File: src/rtl/core/sbhe_pkg.sv
package sbhe_pkg;

  // Field widths
  localparam int unsigned ByteW   = 8;
  localparam int unsigned HashW   = 64;
  localparam int unsigned WordW   = 32;
  localparam int unsigned AlgoW   = 3;
  localparam int unsigned CfgIdxW = 1;

  // Algorithm constants
  localparam logic [HashW-1:0] Fnv64Basis = 64'hcbf2_9ce4_8422_2325;
  localparam logic [WordW-1:0] Fnv32Basis = 32'h811c_9dc5;
  localparam logic [WordW-1:0] CrcPoly    = 32'hEDB8_8320;
  localparam logic [WordW-1:0] AllOnes32  = 32'hFFFF_FFFF;
  localparam logic [WordW-1:0] DjbStart   = 32'd5381;

  // Algorithm select codes; the unused codes fall back to 64-bit FNV-1a.
  typedef enum logic [AlgoW-1:0] {
    AlgoFnv64 = 3'd0,
    AlgoFnv32 = 3'd1,
    AlgoCrc32 = 3'd2,
    AlgoDjb2  = 3'd3,
    AlgoSdbm  = 3'd4
  } algo_e;

  // Configuration register indexes
  typedef enum logic [CfgIdxW-1:0] {
    CfgAlgoSel = 1'b0,
    CfgSeed    = 1'b1
  } cfg_idx_e;

  // Current configuration as seen by the datapath
  typedef struct packed {
    logic [AlgoW-1:0] algo_sel;
    logic [HashW-1:0] seed;
  } cfg_t;

  // One input item
  typedef struct packed {
    logic [ByteW-1:0] data_byte;
    logic             byte_present;
    logic             end_of_message;
  } item_t;

endpackage

File: src/rtl/core/sbhe_in_if.sv
interface sbhe_in_if;
  logic                         valid;
  logic                         ready;
  logic [sbhe_pkg::ByteW-1:0]   data_byte;
  logic                         byte_present;
  logic                         end_of_message;

  modport source (output valid, output data_byte, output byte_present,
                  output end_of_message, input ready);
  modport sink   (input valid, input data_byte, input byte_present,
                  input end_of_message, output ready);
endinterface

File: src/rtl/core/sbhe_out_if.sv
interface sbhe_out_if;
  logic                         valid;
  logic                         ready;
  logic [sbhe_pkg::HashW-1:0]   digest;

  modport source (output valid, output digest, input ready);
  modport sink   (input valid, input digest, output ready);
endinterface

File: src/rtl/core/sbhe_cfg_if.sv
interface sbhe_cfg_if;
  logic                         valid;
  logic                         ready;
  sbhe_pkg::cfg_idx_e           index;
  logic [sbhe_pkg::HashW-1:0]   data;

  modport source (output valid, output index, output data, input ready);
  modport sink   (input valid, input index, input data, output ready);
endinterface

File: src/rtl/core/sbhe_cfg_regs.sv
module sbhe_cfg_regs (
  input  logic           clk_i,
  input  logic           rst_ni,
  sbhe_cfg_if.sink       cfg_i,
  output sbhe_pkg::cfg_t cfg_o
);
  import sbhe_pkg::*;

  logic [AlgoW-1:0] algo_sel_q;
  logic [HashW-1:0] seed_q;

  // The register file takes a write in every cycle.
  assign cfg_i.ready = 1'b1;

  // Register writes on each completed transfer.
  always_ff @(posedge clk_i or negedge rst_ni) begin
    if (!rst_ni) begin
      algo_sel_q <= '0;
      seed_q     <= '0;
    end else if (cfg_i.valid) begin
      unique case (cfg_i.index)
        CfgAlgoSel: algo_sel_q <= cfg_i.data[AlgoW-1:0];
        CfgSeed:    seed_q     <= cfg_i.data;
        default:    ;
      endcase
    end
  end

  assign cfg_o.algo_sel = algo_sel_q;
  assign cfg_o.seed     = seed_q;

endmodule

File: src/rtl/core/sbhe_datapath.sv
module sbhe_datapath (
  input  logic                        clk_i,
  input  logic                        rst_ni,
  input  logic                        step_i,
  input  sbhe_pkg::item_t             item_i,
  input  sbhe_pkg::cfg_t              cfg_i,
  output logic [sbhe_pkg::HashW-1:0]  digest_o
);
  import sbhe_pkg::*;

  logic [HashW-1:0] hash_q, hash_d;
  logic             in_msg_q, in_msg_d;
  logic [HashW-1:0] base_hash;
  logic [HashW-1:0] absorbed;
  logic [WordW-1:0] seed32;
  logic [WordW-1:0] word;
  logic [WordW-1:0] crc_w;
  logic [WordW-1:0] fnv32_x;
  logic [HashW-1:0] fnv64_x;
  algo_e            algo;

  // Select codes beyond sdbm behave as 64-bit FNV-1a.
  always_comb begin
    case (cfg_i.algo_sel) inside
      AlgoFnv32, AlgoCrc32, AlgoDjb2, AlgoSdbm: algo = algo_e'(cfg_i.algo_sel);
      default:                                  algo = AlgoFnv64;
    endcase
  end

  assign seed32 = cfg_i.seed[WordW-1:0];

  // The start value is loaded at the first item of each message.
  always_comb begin
    if (in_msg_q) begin
      base_hash = hash_q;
    end else begin
      case (algo)
        AlgoFnv32: base_hash = {{(HashW-WordW){1'b0}}, Fnv32Basis ^ seed32};
        AlgoCrc32: base_hash = {{(HashW-WordW){1'b0}}, seed32 ^ AllOnes32};
        AlgoDjb2:  base_hash = {{(HashW-WordW){1'b0}}, DjbStart ^ seed32};
        AlgoSdbm:  base_hash = {{(HashW-WordW){1'b0}}, seed32};
        default:   base_hash = Fnv64Basis ^ cfg_i.seed;
      endcase
    end
  end

  assign word    = base_hash[WordW-1:0];
  assign fnv32_x = word ^ {{(WordW-ByteW){1'b0}}, item_i.data_byte};
  assign fnv64_x = base_hash ^ {{(HashW-ByteW){1'b0}}, item_i.data_byte};

  // Eight unrolled bit steps of the reflected CRC.
  always_comb begin
    crc_w = fnv32_x;
    for (int i = 0; i < ByteW; i++) begin
      crc_w = (crc_w >> 1) ^ (CrcPoly & {WordW{crc_w[0]}});
    end
  end

  // Absorb one byte; the FNV primes are applied as shift-and-add.
  always_comb begin
    case (algo)
      AlgoFnv32: absorbed = {{(HashW-WordW){1'b0}},
                             (fnv32_x << 24) + (fnv32_x << 8) + (fnv32_x << 7)
                             + (fnv32_x << 4) + (fnv32_x << 1) + fnv32_x};
      AlgoCrc32: absorbed = {{(HashW-WordW){1'b0}}, crc_w};
      AlgoDjb2:  absorbed = {{(HashW-WordW){1'b0}},
                             (word << 5) + word
                             + {{(WordW-ByteW){1'b0}}, item_i.data_byte}};
      AlgoSdbm:  absorbed = {{(HashW-WordW){1'b0}},
                             {{(WordW-ByteW){1'b0}}, item_i.data_byte}
                             + (word << 6) + (word << 16) - word};
      default:   absorbed = (fnv64_x << 40) + (fnv64_x << 8) + (fnv64_x << 7)
                            + (fnv64_x << 5) + (fnv64_x << 4) + (fnv64_x << 1)
                            + fnv64_x;
    endcase
  end

  assign hash_d   = item_i.byte_present ? absorbed : base_hash;
  assign in_msg_d = !item_i.end_of_message;

  // Finalize: CRC inverts its register, the 32-bit results are zero-extended.
  always_comb begin
    case (algo)
      AlgoFnv64: digest_o = hash_d;
      AlgoCrc32: digest_o = {{(HashW-WordW){1'b0}}, hash_d[WordW-1:0] ^ AllOnes32};
      default:   digest_o = {{(HashW-WordW){1'b0}}, hash_d[WordW-1:0]};
    endcase
  end

  // Running state advances once per processed item.
  always_ff @(posedge clk_i or negedge rst_ni) begin
    if (!rst_ni) begin
      hash_q   <= '0;
      in_msg_q <= 1'b0;
    end else if (step_i) begin
      hash_q   <= hash_d;
      in_msg_q <= in_msg_d;
    end
  end

endmodule

File: src/rtl/core/selectable_byte_hash_engine_unit.sv
// Selectable byte hash engine.
// Bytes of a message enter on in_i, one per transfer, with byte_present and
// end_of_message flags. The digest of each message leaves on out_o as one
// transfer per item marked end_of_message; items not marked last give none.
// The cfg_i channel writes algorithm_select (index 0) and hash_seed
// (index 1); it is always ready and should be used only while the block is
// idle.
// Throughput is one byte per cycle while no last item waits for the output
// register. A byte passes through the input register, where the running hash
// is updated as it is processed, and the digest of a last item then goes to
// the output register, which drives out_o.valid. The running hash feedback
// through the combinational absorb logic sets this rate.
// When the receiver stalls, the output register holds its digest; bytes
// that close no message keep flowing, and the next last item waits in the
// input register until the output register frees up.
// Reset empties both registers and clears the running hash and the configuration
// (64-bit FNV-1a, seed zero); no message is open afterwards.
module selectable_byte_hash_engine_unit (
  input  logic      clk_i,
  input  logic      rst_ni,
  sbhe_cfg_if.sink  cfg_i,
  sbhe_in_if.sink   in_i,
  sbhe_out_if.source out_o
);
  import sbhe_pkg::*;

  cfg_t             cfg;
  item_t            item_q;
  logic             in_vld_q;
  logic             out_vld_q;
  logic [HashW-1:0] digest_q;
  logic [HashW-1:0] digest_d;
  logic             out_free;
  logic             step;

  sbhe_cfg_regs u_cfg_regs (
    .clk_i  (clk_i),
    .rst_ni (rst_ni),
    .cfg_i  (cfg_i),
    .cfg_o  (cfg)
  );

  // An item is processed once its digest, if any, has room to go.
  assign out_free   = !out_vld_q || out_o.ready;
  assign step       = in_vld_q && (!item_q.end_of_message || out_free);
  assign in_i.ready = !in_vld_q || step;

  // Input register.
  always_ff @(posedge clk_i or negedge rst_ni) begin
    if (!rst_ni) begin
      in_vld_q <= 1'b0;
    end else if (in_i.ready) begin
      in_vld_q <= in_i.valid;
    end
  end

  always_ff @(posedge clk_i) begin
    if (in_i.ready && in_i.valid) begin
      item_q.data_byte      <= in_i.data_byte;
      item_q.byte_present   <= in_i.byte_present;
      item_q.end_of_message <= in_i.end_of_message;
    end
  end

  sbhe_datapath u_datapath (
    .clk_i    (clk_i),
    .rst_ni   (rst_ni),
    .step_i   (step),
    .item_i   (item_q),
    .cfg_i    (cfg),
    .digest_o (digest_d)
  );

  // Output register.
  always_ff @(posedge clk_i or negedge rst_ni) begin
    if (!rst_ni) begin
      out_vld_q <= 1'b0;
    end else if (step && item_q.end_of_message) begin
      out_vld_q <= 1'b1;
    end else if (out_o.ready) begin
      out_vld_q <= 1'b0;
    end
  end

  always_ff @(posedge clk_i) begin
    if (step && item_q.end_of_message) begin
      digest_q <= digest_d;
    end
  end

  assign out_o.valid  = out_vld_q;
  assign out_o.digest = digest_q;

endmodule

File: src/flat_wrapper.sv
// flat-port wrapper written by rule: the top's interface ports become plain ports
module selectable_byte_hash_engine_unit_flat import sbhe_pkg::*;
  (clk_i, rst_ni, cfg_i_valid, cfg_i_index, cfg_i_data, cfg_i_ready, in_i_valid, in_i_data_byte, in_i_byte_present, in_i_end_of_message, in_i_ready, out_o_valid, out_o_digest, out_o_ready);
  sbhe_cfg_if cfg_i_i ();
  sbhe_in_if in_i_i ();
  sbhe_out_if out_o_i ();
  input  logic clk_i;
  input  logic rst_ni;
  input wire logic [$bits(cfg_i_i.valid)-1:0] cfg_i_valid;
  input wire logic [$bits(cfg_i_i.index)-1:0] cfg_i_index;
  input wire logic [$bits(cfg_i_i.data)-1:0] cfg_i_data;
  output wire logic [$bits(cfg_i_i.ready)-1:0] cfg_i_ready;
  input wire logic [$bits(in_i_i.valid)-1:0] in_i_valid;
  input wire logic [$bits(in_i_i.data_byte)-1:0] in_i_data_byte;
  input wire logic [$bits(in_i_i.byte_present)-1:0] in_i_byte_present;
  input wire logic [$bits(in_i_i.end_of_message)-1:0] in_i_end_of_message;
  output wire logic [$bits(in_i_i.ready)-1:0] in_i_ready;
  output wire logic [$bits(out_o_i.valid)-1:0] out_o_valid;
  output wire logic [$bits(out_o_i.digest)-1:0] out_o_digest;
  input wire logic [$bits(out_o_i.ready)-1:0] out_o_ready;
  assign cfg_i_i.valid = cfg_i_valid;
  assign cfg_i_i.index = cfg_i_index;
  assign cfg_i_i.data = cfg_i_data;
  assign cfg_i_ready = cfg_i_i.ready;
  assign in_i_i.valid = in_i_valid;
  assign in_i_i.data_byte = in_i_data_byte;
  assign in_i_i.byte_present = in_i_byte_present;
  assign in_i_i.end_of_message = in_i_end_of_message;
  assign in_i_ready = in_i_i.ready;
  assign out_o_valid = out_o_i.valid;
  assign out_o_digest = out_o_i.digest;
  assign out_o_i.ready = out_o_ready;
  selectable_byte_hash_engine_unit u_core (.clk_i(clk_i), .rst_ni(rst_ni), .cfg_i(cfg_i_i), .in_i(in_i_i), .out_o(out_o_i));
endmodule
File: config.mk
export PLATFORM = sky130hd
export DESIGN_NAME = selectable_byte_hash_engine_unit_flat
export DESIGN_NICKNAME = d
export VERILOG_FILES = /design/src/rtl/core/sbhe_pkg.sv /design/src/rtl/core/sbhe_in_if.sv /design/src/rtl/core/sbhe_out_if.sv /design/src/rtl/core/sbhe_cfg_if.sv /design/src/rtl/core/sbhe_cfg_regs.sv /design/src/rtl/core/sbhe_datapath.sv /design/src/rtl/core/selectable_byte_hash_engine_unit.sv /design/src/flat_wrapper.sv
export SDC_FILE = /design/constraint.sdc
export NUM_CORES = 2
export LEC_CHECK = 0
export BUFFER_PORTS_ARGS = -buffer_cell sky130_fd_sc_hd__buf_4
export CAP_MARGIN = 20
export CORE_ASPECT_RATIO = 1.25
export CORE_UTILIZATION = 58
export DETAILED_ROUTE_END_ITERATION = 8
export HOLD_SLACK_MARGIN = 0.06
export PLACE_DENSITY = 0.83
export SETUP_SLACK_MARGIN = 0.4
export SLEW_MARGIN = 20
export SYNTH_ARGS = -nofsm -noshare
export SYNTH_HDL_FRONTEND = slang
export SYNTH_SLANG_ARGS = --single-unit
export TNS_END_PERCENT = 20
File: constraint.sdc
create_clock -name clk_i -period 7.66 [get_ports clk_i]
set_input_delay 0.766 -clock clk_i [delete_from_list [all_inputs] [get_ports clk_i]]
set_output_delay 0.766 -clock clk_i [all_outputs]
set_load 0.01 [all_outputs]
==> Word level (Yosys, flattened, before mapping) <==
Cells that the tools add are included.
{ "op_classes": {"addsub": 16, "eq_ne": 8, "muxes": 8, "n_bitwise": 16, "reduce_logical": 14} }
{ "op_table": {"columns": ["op", "n"], "rows": [
  ["$pmux W64 S4", 2],
  ["$add A64 B64 Y64", 6],
  ["$xor A31 B32 Y32", 8],
  ["$add A32 B32 Y32", 7],
  ["$mux W64", 2],
  ["$pmux W64 S2", 1],
  ["$not A32 Y32", 2],
  ["$xor A64 B8 Y64", 1],
  ["$add A32 B8 Y32", 1],
  ["$add A8 B32 Y32", 1],
  ["$sub A32 B32 Y32", 1],
  ["$xor A32 B8 Y32", 1],
  ["$not A28 Y28", 1],
  ["$not A14 Y14", 1],
  ["$eq A3 B2 Y1 const B", 4],
  ["$eq A3 B1 Y1 const B", 2],
  ["$eq A3 B3 Y1 const B", 2],
  ["$not A5 Y5", 1],
  ["$reduce_and A2 Y1", 2],
  ["$reduce_or A4 Y1", 1],
  ["$logic_and A1 B1 Y1", 3],
  ["$logic_not A1 Y1", 3],
  ["$logic_not A3 Y1", 1],
  ["$logic_or A1 B1 Y1", 3],
  ["other kinds (4)", 5]
]} }
{ "totals": {"register_bits": 208, "inputBits": 80, "output_inout_bits": 67, "word_cells": 72} }

==> Longest topological paths before layout <==
{ "depth": {"depth_word": 19, "ltp_mapped": 32, "depth_no_buf": 26} }

==> Cells and area by module <==
A second synthesis with hierarchy kept.
{ "unflattened": {"cells_unflattened": 3141, "hier_area_um2": 29279.3} }
{ "by_module_without_submodules": {"columns": ["module", "n_inst", "cells_each", "area_each_um2", "seq_area_each_um2"], "rows": [
  ["sbhe_datapath", 1, 2913, 24410.9, 1626.6],
  ["sbhe_cfg_regs", 1, 144, 2539.9, 1676.6],
  ["selectable_byte_hash_engine_unit", 1, 84, 2328.5, 2272.2]
]} }

==> Least setup slack after synthesis <==
No wires, ideal clock.
{ "synth_timing": {"kind": "register -> register", "from": "register u_core.u_datapath.in_msg_q", "to": "register u_core.digest_q[61], in the netlist u_core.out_o.digest[61], data pin", "setup_ps": 269, "arrival_time_ps": 7075, "required_time_ps": 7391, "setup_slack_ps": 316, "path_stages_with_launch": 31, "n_path_buf": 8, "synth_period_minus_slack_ps": 7344, "cell_sequence": "dfrtp_1 buf_2 buf_4 buf_2 buf_2 buf_2 buf_2 buf_2 o21ai_0 inv_1 ha_1 buf_2 xor2_1 ha_1 inv_1 fa_1 inv_1 ha_1 ha_1 ha_1 fa_1 a211oi_1 o21ai_0 nand3_1 a21oi_1 nor2_1 o22ai_1 o31a_1 o41ai_2 xor2_1 o21ai_0"} }
{ "synth_between": {"elab_chain_len": 11} }
{ "synth_lines": {"columns": ["element", "line", "source"], "rows": [
  ["from (decl)", "sbhe_datapath.sv:12", "logic in_msg_q, in_msg_d;"],
  ["from (signal assigned)", "sbhe_datapath.sv:97", "in_msg_q <= in_msg_d;"],
  ["$mux W64 *", "sbhe_datapath.sv:34", "if (in_msg_q) begin"],
  ["$xor A64 B8 Y64", "sbhe_datapath.sv:49", "assign fnv64_x = base_hash ^ {{(HashW-ByteW){1'b0}}, item_i.data_byte};"],
  ["$add A64 B64 Y64 (2 in a row)", "sbhe_datapath.sv:72", "default: absorbed = (fnv64_x << 40) + (fnv64_x << 8) + (fnv64_x << 7)"],
  ["$add A64 B64 Y64 (3 in a row)", "sbhe_datapath.sv:73", "+ (fnv64_x << 5) + (fnv64_x << 4) + (fnv64_x << 1)"],
  ["$add A64 B64 Y64", "sbhe_datapath.sv:74", "+ fnv64_x;"],
  ["$pmux W64 S4", "sbhe_datapath.sv:61", "case (algo)"],
  ["$mux W64 *", "sbhe_datapath.sv:78", "assign hash_d = item_i.byte_present ? absorbed : base_hash;"],
  ["$pmux W64 S2 *", "sbhe_datapath.sv:83", "case (algo)"],
  ["via u_core.digest_d[61]", "selectable_byte_hash_engine_unit.sv:32", "logic [HashW-1:0] digest_d;"],
  ["to (signal assigned)", "selectable_byte_hash_engine_unit.sv:87", "digest_q <= digest_d;"],
  ["to (decl)", "selectable_byte_hash_engine_unit.sv:31", "logic [HashW-1:0] digest_q;"]
]} }
Mark *: on every way through the listed nets, which the timed path passes. The rest lies on a longest branch.
A chain may end at the register's enable or synchronous reset.

==> Final worst setup path <==
{ "layout_timing": {"from": "register u_core.u_cfg_regs.algo_sel_q[0]", "to": "register u_core.digest_q[13], in the netlist u_core.out_o.digest[13], data pin"} }
{ "layout_between": {"elab_chain_len": 19, "word_cells_on_any_way": 43, "classes_between": "16 x add/sub; 8 x eq/ne; 6 x mux; 11 x bitwise; 2 x reduce/logical"} }
{ "layout_lines": {"columns": ["element", "line", "source"], "rows": [
  ["from (decl)", "sbhe_cfg_regs.sv:9", "logic [AlgoW-1:0] algo_sel_q;"],
  ["from (signal assigned)", "sbhe_cfg_regs.sv:22", "CfgAlgoSel: algo_sel_q <= cfg_i.data[AlgoW-1:0];"],
  ["$eq A3 B1 Y1 (no source line) (tied with other cells)", null, null],
  ["$reduce_or A4 Y1", "sbhe_datapath.sv:24", "case (cfg_i.algo_sel) inside"],
  ["$mux W3 *", "sbhe_datapath.sv:24", null],
  ["branches (longest 15 deep; another with $add A64 B64 Y64)", null, null],
  ["$pmux W64 S2 *", "sbhe_datapath.sv:83", null],
  ["via u_core.digest_d[13]", "selectable_byte_hash_engine_unit.sv:32", null]
]} }
Mark *: on every way through the listed nets, which the timed path passes.

==> reports/results.ini <==
[floorplan]
die_h_um = 254.0
fp.coreArea_mm2 = 0.05030
start_util_pct = 58.57
fp.dieArea_mm2 = 0.05171
ioPinCount = 147
die_w_um = 203.6
fp-row-count = 92

[setup_path]
rr_worst_depth = 20
critPathMaxFanout = 9
critical_path_class = flop to flop
crit_chain = or3b_1 -> xnor2_1 -> o21ai_0 -> ha_1 -> buf_6 -> inv_1 -> ha_1 -> a21o_1 -> fa_1 -> fa_1 -> ha_1 -> nor3_1 -> and3_1 -> o31ai_1 -> a21oi_1 -> xor2_1 -> a21oi_1 -> a211oi_1 -> mux2_2 -> o21ai_0
required_ns = 7.92
r2r_start = u_core.u_cfg_regs.algo_sel_q[0]
reg2reg_to = u_core.out_o.digest[13]
r2r_slack_ns = 0.34
end_kind = flop
critical-path-slowest-cell = a211oi_1
worstPathBufferInverterCount = 2
path_common_cell = ha_1
crit_arrival_ns = 7.59
cp-start-kind = flop
critPathTopFamily = adder cells
cpPeakStageDelay_ns = 0.64

[synth]
syn_area_mm2 = 0.02946
synth.most_common_cell = inv_1
synthDistinctLibCells = 104
synth_ff_type = dfrtp_1
synth-seq-cells = 208
syn_nets = 3851
synth_warnings = 0
postSynthCellCount = 3180
syn_avg_cell_area_um2 = 9.265
synth_top_area_share_pct = 21.61
yosysSeqAreaShare_pct = 18.92
synthTopCellsByCount = 449 x inv_1, 318 x fa_1, 273 x ha_1
yosys-top-cells-area = fa_1 22%, ha_1 12%, dfrtp_1 11%
synth_area_leader_cell = fa_1
synth_edf_count = 74
synthArstFlopShare_pct = 64.42

[outcome]
status = finished, final reports clean

[global_routing]
grt_first_pass_wirelength_mm = 152.6
grt_max_degree = 94
antenna_found_initial = 1
grt_overflow = 0
grt_util_all_layers_pct = 39.67
grt_pass1_vias = 26010

[drt]
wl_mm = 101.4
viasPerCell = 6.320
firstDrtPassIters = 5
vias = 25590
drtIter0Drc = 2408
drc = 0
wl_per_cell_um = 25.05
ant_nets = 0

[clock_network]
clock_sinks = 208
cts_tree = built
cts_buffers = 23
clockBufferDepth = 3
clock_latency_ns = 0.56
h-tree-depth = 1
clkTransAtPathRegs_ns = 0.07
cts-root-buf = clkbuf_16
ctsHoldBuffers = 0

[timing]
min_period_over_period_pct = 95.61
hold_viol_final = 0
setup_slack_ns = 0.3363
relSlewSlack_pct = 26.51
worst_pin_slew_ns = 1.102
setup_viol = 0
rsz0062_at_grt = true
max_freq_ghz = 0.1365
fin_skew_ns = 0.01927
layout_min_cycle_time_ns = 7.324
fin_tns_setup_ns = 0
drv_slew = 0

[placed_design]
place_ws_ns = 0.1120
dp.cells = 3994
io_buffers = 145
gp_congestion = 1.059
dp_hpwl_mm = 81.06

[final_layout]
area.sequential_mm2 = 0.005580
multi_input_area_mm2 = 0.02186
layout-area-overhead-vs-synth_pct = 11.89
final_cells = 4048
nets = 4043
fillerInstances = 4029
drive_gt1_share_pct = 14.55

[run]
drv_cap = 0

[hold_path]
hold_class = input port to asynchronous set/reset pin

sequential cells by signal (all words and copies together), names as in the netlist:
register,cells
u_core.item_q,10
u_core.out_o.digest,64
u_core.in_vld_q,1
u_core.u_datapath.hash_q,64
u_core.u_cfg_regs.seed_q,64
u_core.u_datapath.in_msg_q,1
u_core.out_o.valid,1
u_core.u_cfg_regs.algo_sel_q,3
logic make-up (layout without fill, tap and decap cells):
family,after synthesis,after routing,synth area share (%)
other,1,2,0.01273
AND/OR/NAND/NOR,628,628,10.39
XOR/XNOR,276,276,8.481
buffers and inverters,576,785,7.508
adder cells (fa/ha/maj),595,595,33.34
multiplexers,99,99,3.699
flip-flops,208,208,18.92
AO/OA/AOI/OAI,797,797,17.65
per-stage QoR:
step	utilization, %	instance area [um^2]	hold WS, ns
6_report	65.53	32970	0.2764
5_1_grt	65.53	32960	0.3329
4_1_cts	65.12	32760	0.3026
3_5_place_dp	63.45	31920	0.4663
3_3_place_gp	63.45	31920	0.4623
2_1_floorplan	-	29460	0.4462
final cells by class:
type / count / area share [%]
sequential: 208 / 16.93
antenna: 1 / 0.007591
multi-input combinational: 2396 / 66.30
timing repair buffer: 289 / 6.688
tap: 658 / 2.497
clock inverter: 12 / 0.3720
inverter: 454 / 5.223
clock buffer: 30 / 1.985
what timing repair did:
item / in CTS / in global routing
pin swaps: 0 / 1
gates resized for setup: 11 / 29
setup buffers: 2 / 9
endpoints found under the setup margin: 25 / 69
placed cells by master, fill, tap and decap left out, types with 51 or more instances in the layout:
master / count
a21oi_1: 219
mux2_2: 79
a21o_1: 62
ha_1: 270
fa_1: 318
dfrtp_1: 132
nand2_1: 200
nor2_1: 145
o21ai_0: 151
xor2_1: 60
nor3_1: 51
inv_1: 444
xnor2_1: 206
buf_4: 283
edfxtp_1: 74
worst max path at each step:
stage	slack (ns)	start	end	cells past startpoint
floorplan	0.41	u_core.u_datapath.in_msg_q	u_core.out_o.digest[61]	31
global placement	0.13	u_core.u_cfg_regs.algo_sel_q[2]	u_core.out_o.digest[61]	29
detailed placement	0.11	u_core.u_cfg_regs.algo_sel_q[2]	u_core.out_o.digest[61]	29
CTS	0.33	u_core.u_cfg_regs.algo_sel_q[0]	u_core.out_o.digest[61]	22
global route	0.25	u_core.u_cfg_regs.algo_sel_q[0]	u_core.out_o.digest[13]	20
finish	0.34	u_core.u_cfg_regs.algo_sel_q[0]	u_core.out_o.digest[13]	20
per-layer routing:
layer / global-route usage, % / wire (um) / vias to the layer above
met4: 25.56 / 7385 / 0
li1: - / - / 11320
met5: 0 / 0 / -
met1: 47.74 / 37330 / 12600
met3: 6.630 / 8696 / 358
met2: 65.84 / 48000 / 1308
Power is not shown: default switching activity piles up to over one toggle a cycle in this logic, so the estimate is an artifact.
